**src/rtl/sdftlp_ram.sv**
```systemverilog
// Generic simple dual-port RAM: one write port, one read port, registered read.
// No dependencies.

module sdftlp_ram #(
	parameter int WIDTH = 16,
	parameter int DEPTH = 96
) (
	input  logic                     clk,
	input  logic                     we,
	input  logic [$clog2(DEPTH)-1:0] waddr,
	input  logic [WIDTH-1:0]         wdata,
	input  logic                     re,
	input  logic [$clog2(DEPTH)-1:0] raddr,
	output logic [WIDTH-1:0]         rdata
);

	logic [WIDTH-1:0] mem [DEPTH];

	// Write port
	always_ff @(posedge clk) begin
		if (we) begin
			mem[waddr] <= wdata;
		end
	end

	// Registered read port
	always_ff @(posedge clk) begin
		if (re) begin
			rdata <= mem[raddr];
		end
	end

endmodule

```
**config.mk**
```make
export PLATFORM = sky130hd
export DESIGN_NAME = sdftlp_ram
export DESIGN_NICKNAME = d
export VERILOG_FILES = /design/src/rtl/sdftlp_ram.sv
export SDC_FILE = /design/constraint.sdc
export NUM_CORES = 1
export LEC_CHECK = 0
export ABC_CLOCK_PERIOD_IN_PS = 3450
export BUFFER_PORTS_ARGS = -buffer_cell sky130_fd_sc_hd__buf_2
export CAP_MARGIN = 10
export CELL_PAD_IN_SITES_DETAIL_PLACEMENT = 1
export CELL_PAD_IN_SITES_GLOBAL_PLACEMENT = 2
export CORE_MARGIN = 3
export CORE_UTILIZATION = 40
export CTS_CLUSTER_SIZE = 28
export DETAILED_ROUTE_END_ITERATION = 8
export HOLD_SLACK_MARGIN = 0.12
export PLACE_DENSITY_LB_ADDON = 0.1
export REMOVE_ABC_BUFFERS = 1
export SLEW_MARGIN = 5
export SYNTH_ARGS = -nofsm -noshare
export SYNTH_HDL_FRONTEND = slang
export SYNTH_SLANG_ARGS = --single-unit
```
**constraint.sdc**
```tcl
create_clock -name clk -period 3.45 [get_ports clk]
set_input_delay 0.345 -clock clk [delete_from_list [all_inputs] [get_ports clk]]
set_output_delay 0.345 -clock clk [all_outputs]
set_load 0.1 [all_outputs]
```
==> results_tabular.tex, run 1 <==
\begin{tabular}{lr}
\hline
Metric & Value \\
\hline
\multicolumn{2}{l}{\textbf{Drt}} \\
Via count of the routed design & 28610 \\
Remaining DRCs & 0 \\
Initial DRT Pass Iterations & 5 \\
DRC violation total after the first TritonRoute iteration & 2839 \\
Detailed-route vias per instance & 5.766 \\
Average wire per cell in the routed design & 33.05 µm \\
Final routed wirelength across all metal layers & 164.0 mm \\
Number of nets still failing antenna checks after routing & 0 \\
\multicolumn{2}{l}{\textbf{STA}} \\
Setup repair after global routing missed its margin & false \\
Final hold slack & 0.1887 ns \\
Least setup slack across all paths after layout & 0.9875 ns \\
Share of the cycle needed by the critical path after routing & 71.38\% \\
Minimum period implied by the final worst setup slack & 2.462 ns \\
Worst rel slew slack & 13.19\% \\
Setup TNS & 0 ns \\
Hold Violations, Final & 0 \\
\# setup viols final & 0 \\
Max-slew violation total from the final report & 0 \\
Fin Clk Skew & 0.02168 ns \\
Max Freq & 406.1 MHz \\
Transition time at the pin with the least slew margin & 1.302 ns \\
\multicolumn{2}{l}{\textbf{Critical path}} \\
Critical Path RT & 3.94 ns \\
R2r setup slk & 1.07 ns \\
Element type at the critical path start & input port \\
Critical Path Sink Type & flop \\
Worst stage delay on the critical path & 0.75 ns \\
Reg-to-reg critical path startpoint & mem[39][15] \\
CP Data Arrival Time & 2.95 ns \\
Cell type of the slowest stage on the worst timing path & sky130\_fd\_sc\_hd\_\_o211ai\_1 \\
Number of cells on the worst reg-to-reg path & 7 \\
CP Class & in -> reg \\
Critical path fanouts, max & 42 \\
Critical Path, Cell by Cell & buf\_8 -> buf\_12 -> mux4\_2 -> mux2\_2 -> o211ai\_1 -> nand3\_1 \\
Capturing instance or port of the critical path & rdata[0] \\
End of the worst register-to-register path & rdata[15] \\
Source of the critical timing path & raddr[0] \\
\multicolumn{2}{l}{\textbf{Power}} \\
Static Leakage & 21.48 nW \\
Power Density & 583.5 nW/µm² \\
Peak ir drop on the vdd network & 0.4225 mV \\
\multicolumn{2}{l}{\textbf{Global routing}} \\
Remaining Overflow, GRT & 0 \\
Met2 demand-to-capacity share in global routing & 35.17\% \\
Wire length of the first global-routing pass & 232.9 mm \\
Tot GR Track Use & 21.70\% \\
Initial antenna violation count & 11 \\
Global route hottest layer & met2 \\
Largest net degree at the start of global routing & 97 \\
Met1 usage & 31.27\% \\
Met3 demand-to-capacity share in global routing & 3.470\% \\
Vias in the first global route & 30160 \\
\multicolumn{2}{l}{\textbf{Synth}} \\
Total of warnings raised by yosys & 0 \\
Main synth FF type & sky130\_fd\_sc\_hd\_\_edfxtp\_1 \\
Fraction of the yosys area taken by sequential cells & 78.45\% \\
Number of synthesized register bits & 1552 \\
Netlist area before placement & 59400 µm² \\
Share of synthesized registers carrying an async set or reset & 0\% \\
Post-synthesis cell count & 2614 \\
Number of unique standard cell types used by synthesis & 33 \\
Average cell area after synthesis & 22.73 µm² \\
Post-synth EDFFs & 1552 \\
\multicolumn{2}{l}{\textbf{Clocking}} \\
TritonCTS clock tree & yes \\
Root cell of the clock tree & sky130\_fd\_sc\_hd\_\_clkbuf\_16 \\
Number of CTS-inserted buffers & 166 \\
Clk Latency, worst-skew pair & 0.78 ns \\
H-tree lvl count & 4 \\
CTS clk-pin slew, worst paths & 0.06 ns \\
Post-CTS Setup Repair Bufs & 0 \\
Maximum clock insertion buffer count & 3 \\
CTS Hold Bufs & 4 \\
\# clock sinks & 1552 \\
Total of cells resized after clock tree synthesis & 0 \\
\multicolumn{2}{l}{\textbf{Final layout}} \\
Area overhead of the layout relative to synthesis & 15.36\% \\
Final cell count without fillers & 4962 \\
Nets@finish & 2947 \\
Layout cells sized above 1 & 30.83\% \\
\multicolumn{2}{l}{\textbf{Die}} \\
Starting density of the core & 40.52\% \\
Placeable Area & 146600 µm² \\
Floorplan row count & 140 \\
Die span in y & 391.4 µm \\
Overall die width & 391.4 µm \\
I/O Pins & 49 \\
Area of the die & 153200 µm² \\
\multicolumn{2}{l}{\textbf{Status}} \\
Result of the run & finished, final reports clean \\
\multicolumn{2}{l}{\textbf{Placement}} \\
GPL Wtd Cong & 0.7567 \\
Count of input and output buffers & 48 \\
Setup slack after placement & 0.07224 ns \\
Placed Cells & 4659 \\
DPL Wire Length & 98.31 mm \\
\multicolumn{2}{l}{\textbf{Flow run}} \\
\# Max-Cap Violations & 0 \\
\multicolumn{2}{l}{\textbf{Hold path}} \\
Worst min-delay path category & in -> reg \\
\hline
\end{tabular}
worst min-delay path by stage:
stage / start / to / slack (ns) / cells after the start
3_5_place_dp: wdata[11] / mem[94][11] / 0.85 / 1
6_report: wdata[13] / mem[69][13] / 0.19 / 1
2_1_floorplan: wdata[0] / mem[0][0] / 0.44 / 0
3_3_place_gp: wdata[11] / mem[94][11] / 0.85 / 1
5_1_grt: wdata[13] / mem[69][13] / 0.18 / 1
4_1_cts: wdata[8] / mem[77][8] / 0.16 / 1
per-stage QoR:
step | total power, mW | util (%) | cell area [µm²]
final | 39.98 | 46.74 | 68530
after global routing | 41.33 | 46.72 | 68500
after CTS | 40.51 | 46.72 | 68500
after detailed placement | 23.44 | 43.20 | 63340
after global placement | 23.40 | 43.19 | 63330
after floorplan | 22.13 | - | 58650
cell usage in the layout, fill, tap and decap left out, drive strengths merged, types with 13 or more instances in the layout:
master,synthesis,final
nor2,99,99
buf,97,271
nor2b,14,14
clkinv,0,57
a21oi,34,34
nand3,50,50
mux2i,81,81
a22oi,44,44
o22ai,26,26
o2111ai,21,21
clkbuf,46,209
edfxtp,1552,1552
nand2,78,78
mux4,391,391
o211ai,13,13
flip-flops by register name, indices dropped and copies added, names as in the netlist:
signal,cells
mem,1536
rdata,16
worst max-delay path, delay by kind of cell:
family | cells | cell delay, ns
AOI/OAI and AO/OA | 1 | 0.75
and+or+nand+nor | 1 | 0.14
buffers and inverters | 2 | 0.70
muxes | 2 | 0.83
area by class of cell:
| class | instances | area [µm²] |
|---|---|---|
| multi-input combinational | 918 | 12180 |
| sequential | 1552 | 46600 |
| inverter | 1 | 3.754 |
| antenna | 9 | 22.52 |
| clock buffer | 209 | 4400 |
| tap | 1917 | 2399 |
| timing repair buffer | 275 | 2196 |
| fill | 13060 | 78090 |
| clock inverter | 81 | 725.7 |
where the power goes:
group          total (mW)  internal [mW]  switching, mW  leakage (nW)
combinational        2.08          0.703           1.38          5.02
clock                17.0           9.82           7.17          2.49
sequential           20.9           20.9         0.0585          14.0
total                40.0           31.4           8.61          21.5
layer usage:
metal	share of wire, %	wire [µm]	up-vias
li1	-	-	11720
met1	44	72730	15970
met2	49	80200	760
met3	5.2	8482	169
met4	1.5	2532	4
met5	0.016	26	-
cell families (layout without fill, tap and decap cells):
kind of cell / count (synthesis) / after routing / synth area share, %
and+or+nand+nor: 276 / 276 / 2.058
buffers and inverters: 144 / 566 / 1.278
DFF: 1552 / 1552 / 78.45
other: 0 / 9 / 0
muxes: 478 / 478 / 16.30
AOI/OAI and AO/OA: 164 / 164 / 1.908
synthesized netlist by cell type, drive strengths merged (21+ instances only):
master / n / area [µm²]
edfxtp: 1552 / 46600
mux4: 391 / 8806
nor2: 99 / 371.6
buf: 97 / 583.1
mux2i: 81 / 810.8
nand2: 78 / 292.8
nand3: 50 / 250.2
clkbuf: 46 / 172.7
a22oi: 44 / 330.3
a21oi: 34 / 170.2
o22ai: 26 / 162.7
o2111ai: 21 / 183.9
(Power assumes the default switching activity.)
==> run 2, diff against run 1 <==
Settings changed: ABC_AREA from default to 1, ABC_CLOCK_PERIOD_IN_PS 3450 to 2200.
Clock period 3.45 ns to 2.2 ns, I/O delays scaled along.
==> run 2 against run 1 <==
Net effect:
- sequential share of layout area shrank 5.8 points
- final cell count rose by 57%
- register-to-register slack worse by 0.71 ns
- largest cell class unchanged
==> results_tabular.tex, run 2 <==
\begin{tabular}{lr}
\hline
Metric & Value \\
\hline
\multicolumn{2}{l}{\textbf{Critical path}} \\
Critical Path Sink Type & output pin (was flop) \\
Critical Path RT & 1.98 ns (was 3.94 ns) \\
R2r setup slk & 0.36 ns (was 1.07 ns) \\
CP Data Arrival Time & 1.84 ns (was 2.95 ns) \\
Worst stage delay on the critical path & 0.56 ns (was 0.75 ns) \\
Stages on the worst setup path & 1 (was 6) \\
Source of the critical timing path & rdata[1] (was raddr[0]) \\
Critical Path, Cell by Cell & buf\_2 (was buf\_8 -> buf\_12 -> mux4\_2 -> mux2\_2 -> o211ai\_1 -> nand3\_1) \\
Reg-to-reg critical path startpoint & mem[52][1] (was mem[39][15]) \\
CP Class & reg -> out (was in -> reg) \\
Family with the most delay on the worst path & flip-flops (was multiplexers) \\
End of the worst register-to-register path & rdata[1] (was rdata[15]) \\
Element type at the critical path start & flop (was input port) \\
Number of cells on the worst reg-to-reg path & 11 (was 7) \\
Cell type of the slowest stage on the worst timing path & sky130\_fd\_sc\_hd\_\_edfxtp\_1 (was sky130\_fd\_sc\_hd\_\_o211ai\_1) \\
Capturing instance or port of the critical path & rdata[1] (was rdata[0]) \\
Total buffers and inverters traversed by the critical path & 1 (was 2) \\
Critical path fanouts, max & 1 (was 42) \\
\multicolumn{2}{l}{\textbf{STA}} \\
Max-slew violation total from the final report & 0 (unchanged) \\
Share of the cycle needed by the critical path after routing & 93.70\% \\
Final hold slack & 0.2129 ns (was 0.1887 ns) \\
Transition time at the pin with the least slew margin & 0.7326 ns (was 1.302 ns) \\
Setup TNS & 0 ns (unchanged) \\
Max Freq & 485.1 MHz \\
Worst rel slew slack & 51.16\% (was 13.19\%) \\
\# setup viols final & 0 (unchanged) \\
Minimum period implied by the final worst setup slack & 2.061 ns \\
Fin Clk Skew & 0.02019 ns (was 0.02168 ns) \\
Setup repair after global routing missed its margin & false (unchanged) \\
Hold Violations, Final & 0 (unchanged) \\
\multicolumn{2}{l}{\textbf{Power}} \\
Part of the power in combinational logic & 7.7\% (was 5.2\%) \\
Static Leakage & 26.90 nW (was 21.48 nW) \\
Power Density & 863.9 nW/µm² (was 583.5 nW/µm²) \\
Switching part of the total power & 23.39\% (was 21.53\%) \\
Peak ir drop on the vdd network & 0.7052 mV (was 0.4225 mV) \\
Clock group share of total power & 41.7\% (was 42.5\%) \\
Power Internal & 49.58 mW (was 31.38 mW) \\
Power consumption & 64.72 mW (was 39.98 mW) \\
Part of the total power dissipated in sequential elements & 50.6\% (was 52.3\%) \\
NetSw & 15.14 mW (was 8.608 mW) \\
\multicolumn{2}{l}{\textbf{Synth}} \\
Post-synthesis cell count & 5194 (was 2614) \\
Share of synthesized registers carrying an async set or reset & 0\% (unchanged) \\
Netlist area before placement & 62950 µm² (was 59400 µm²) \\
Synth area leader & sky130\_fd\_sc\_hd\_\_edfxtp\_1 (unchanged) \\
Number of synthesized register bits & 1552 (unchanged) \\
Fraction of the yosys area taken by sequential cells & 74.03\% (was 78.45\%) \\
List of most frequent post-synthesis cells & 1683 x sky130\_fd\_sc\_hd\_\_nand2\_1, 1552 x sky130\_fd\_sc\_hd\_\_edfxtp\_1, 1027 x sky130\_fd\_sc\_hd\_\_nand3\_1 (was 1552 x sky130\_fd\_sc\_hd\_\_edfxtp\_1, 391 x sky130\_fd\_sc\_hd\_\_mux4\_2, 99 x sky130\_fd\_sc\_hd\_\_nor2\_1) \\
Portion of synthesized cell area occupied by the leading cell type & 74.03\% (was 78.45\%) \\
Main synth FF type & sky130\_fd\_sc\_hd\_\_edfxtp\_1 (unchanged) \\
Most used standard cell by instance count after synthesis & sky130\_fd\_sc\_hd\_\_nand2\_1 (was sky130\_fd\_sc\_hd\_\_edfxtp\_1) \\
Most area-consuming cells after synthesis & sky130\_fd\_sc\_hd\_\_edfxtp\_1 74\%, sky130\_fd\_sc\_hd\_\_nand2\_1 10\%, sky130\_fd\_sc\_hd\_\_nand3\_1 8.2\% (was sky130\_fd\_sc\_hd\_\_edfxtp\_1 78\%, sky130\_fd\_sc\_hd\_\_mux4\_2 15\%, sky130\_fd\_sc\_hd\_\_mux2i\_1 1.4\%) \\
Number of unique standard cell types used by synthesis & 19 (was 33) \\
Average cell area after synthesis & 12.12 µm² (was 22.73 µm²) \\
Total of warnings raised by yosys & 0 (unchanged) \\
Post-synth EDFFs & 1552 (unchanged) \\
\multicolumn{2}{l}{\textbf{Final layout}} \\
Area occupied by multi-input gates & 14310 µm² (was 12180 µm²) \\
Commonest non-fill, non-tap cell in the layout & sky130\_fd\_sc\_hd\_\_nand2\_1 (was sky130\_fd\_sc\_hd\_\_edfxtp\_1) \\
Filler cell count & 15920 (was 13060) \\
Nets@finish & 5612 (was 2947) \\
Flip-flop count of the largest register after layout & 1536 (unchanged) \\
Area overhead of the layout relative to synthesis & 19.00\% (was 15.36\%) \\
Sequential standard cell area & 46600 µm² (unchanged) \\
Most flops, register & mem (unchanged) \\
Layout cells sized above 1 & 13.88\% (was 30.83\%) \\
Largest registers & mem x1536, rdata x16 (unchanged) \\
Most frequent cells in the layout & 1683 x sky130\_fd\_sc\_hd\_\_nand2\_1, 1552 x sky130\_fd\_sc\_hd\_\_edfxtp\_1, 1027 x sky130\_fd\_sc\_hd\_\_nand3\_1 (was 1552 x sky130\_fd\_sc\_hd\_\_edfxtp\_1, 391 x sky130\_fd\_sc\_hd\_\_mux4\_2, 227 x sky130\_fd\_sc\_hd\_\_buf\_4) \\
\multicolumn{2}{l}{\textbf{Clocking}} \\
H-tree lvl count & 4 (unchanged) \\
TritonCTS clock tree & yes (unchanged) \\
Root cell of the clock tree & sky130\_fd\_sc\_hd\_\_clkbuf\_16 (unchanged) \\
Total of cells resized after clock tree synthesis & 0 (unchanged) \\
CTS clk-pin slew, worst paths & 0.06 ns (about the same) \\
Number of CTS-inserted buffers & 170 (was 166) \\
Post-CTS Setup Repair Bufs & 0 (unchanged) \\
CTS Hold Bufs & 18 (was 4) \\
\# clock sinks & 1552 (unchanged) \\
Clk Latency, worst-skew pair & 0.78 ns (about the same) \\
Maximum clock insertion buffer count & 3 (unchanged) \\
\multicolumn{2}{l}{\textbf{Die}} \\
Floorplan row count & 144 (was 140) \\
Die span in y & 402.7 µm (was 391.4 µm) \\
I/O Pins & 49 (unchanged) \\
Overall die width & 402.7 µm (was 391.4 µm) \\
Area of the die & 162200 µm² (was 153200 µm²) \\
Starting density of the core & 40.58\% (was 40.52\%) \\
Placeable Area & 155100 µm² (was 146600 µm²) \\
\multicolumn{2}{l}{\textbf{Drt}} \\
Via count of the routed design & 42610 (was 28610) \\
Final routed wirelength across all metal layers & 207.5 mm (was 164.0 mm) \\
DRC violation total after the first TritonRoute iteration & 3956 (was 2839) \\
Number of nets still failing antenna checks after routing & 0 (unchanged) \\
Average wire per cell in the routed design & 26.72 µm (was 33.05 µm) \\
Initial DRT Pass Iterations & 6 (was 5) \\
Detailed-route vias per instance & 5.486 (was 5.766) \\
Remaining DRCs & 0 (unchanged) \\
\multicolumn{2}{l}{\textbf{Global routing}} \\
Wire length of the first global-routing pass & 301.8 mm (was 232.9 mm) \\
Remaining Overflow, GRT & 0 (unchanged) \\
Global route hottest layer & met2 (unchanged) \\
Met2 demand-to-capacity share in global routing & 40.00\% (was 35.17\%) \\
Largest net degree at the start of global routing & 97 (unchanged) \\
Vias in the first global route & 42960 (was 30160) \\
Met3 demand-to-capacity share in global routing & 3.896\% (was 3.470\%) \\
Tot GR Track Use & 25.55\% (was 21.70\%) \\
Initial antenna violation count & 16 (was 11) \\
Met1 usage & 37.34\% (was 31.27\%) \\
\multicolumn{2}{l}{\textbf{Flow run}} \\
\# Max-Cap Violations & 0 (unchanged) \\
\multicolumn{2}{l}{\textbf{Placement}} \\
GPL Wtd Cong & 0.7890 (was 0.7567) \\
Count of input and output buffers & 48 (unchanged) \\
DPL Wire Length & 130.2 mm (was 98.31 mm) \\
\multicolumn{2}{l}{\textbf{Hold path}} \\
Worst min-delay path category & in -> reg (unchanged) \\
\multicolumn{2}{l}{\textbf{Status}} \\
Result of the run & finished, final reports clean (unchanged) \\
\hline
\end{tabular}
-- run 2: cell count changes after synthesis, sizes merged, moves of 48 or more --
cell,delta
nand3,+977
o21ai,+110
mux2i,-81
nand2,+1605
mux4,-391
buf,+169
nor2,+179
o31ai,+48
a21oi,+62
-- run 2: stage by stage --
stage / util [%] / cell area [µm²] / cells / setup WS [ns]
after CTS: 48.28 / 74890 / 7758 / 0.09413
final: 48.29 / 74910 / 7766 / 0.1387
after global routing: 48.28 / 74890 / 7758 / 0.09758
after global placement: 44.81 / 69520 / 7433 / -0.2432
after detailed placement: 44.81 / 69520 / 7433 / -0.3040
after floorplan: - / 60900 / 4860 / -4.906
-- run 2: cell families (layout without fill, tap and decap cells) --
family,after synthesis,count (layout),share of synthesized area [%]
AND/OR/NAND/NOR,2996,2996,19.92
flip-flops,1552,1552,74.03
buffers and inverters,358,878,3.409
AO/OA/AOI/OAI,288,288,2.639
other,0,8,0
-- run 2: worst min path at each step --
stage / from / to / cells after the start
finish: we / mem[58][11] / 4
global route: waddr[2] / mem[48][3] / 5
floorplan: wdata[0] / mem[0][0] / 0
detailed placement: wdata[2] / mem[72][2] / 1
global placement: wdata[2] / mem[73][2] / 1
CTS: we / mem[60][4] / 4
-- run 2: power by group through the flow --
| stage | clock network (mW) | registers [mW] | logic (mW) |
|---|---|---|---|
| after detailed placement | 0 | 33.4 | 4.95 |
| after global placement | 0 | 33.4 | 4.90 |
| final | 27.0 | 32.8 | 4.95 |
| after CTS | 27.6 | 32.8 | 5.00 |
| after global routing | 28.8 | 32.8 | 5.36 |
| after floorplan | 0 | 33.5 | 1.77 |
-- run 2: area by class of cell --
type	instances	area share, %
flip-flops and latches	1552	62.21
multi-input cells	3284	19.10
repair buffers	547	8.162
clock buffers	215	6.103
well taps	2044	3.414
clock inverters	92	0.8351
inverters	24	0.1537
diodes	8	0.02672
-- run 2: metal layers --
layer  up-vias  part of all wire, %
met1     21980                   46
met5         -               0.0034
met2      1142                   46
met3       264                  5.7
li1      19220                    -
met4         2                  2.5
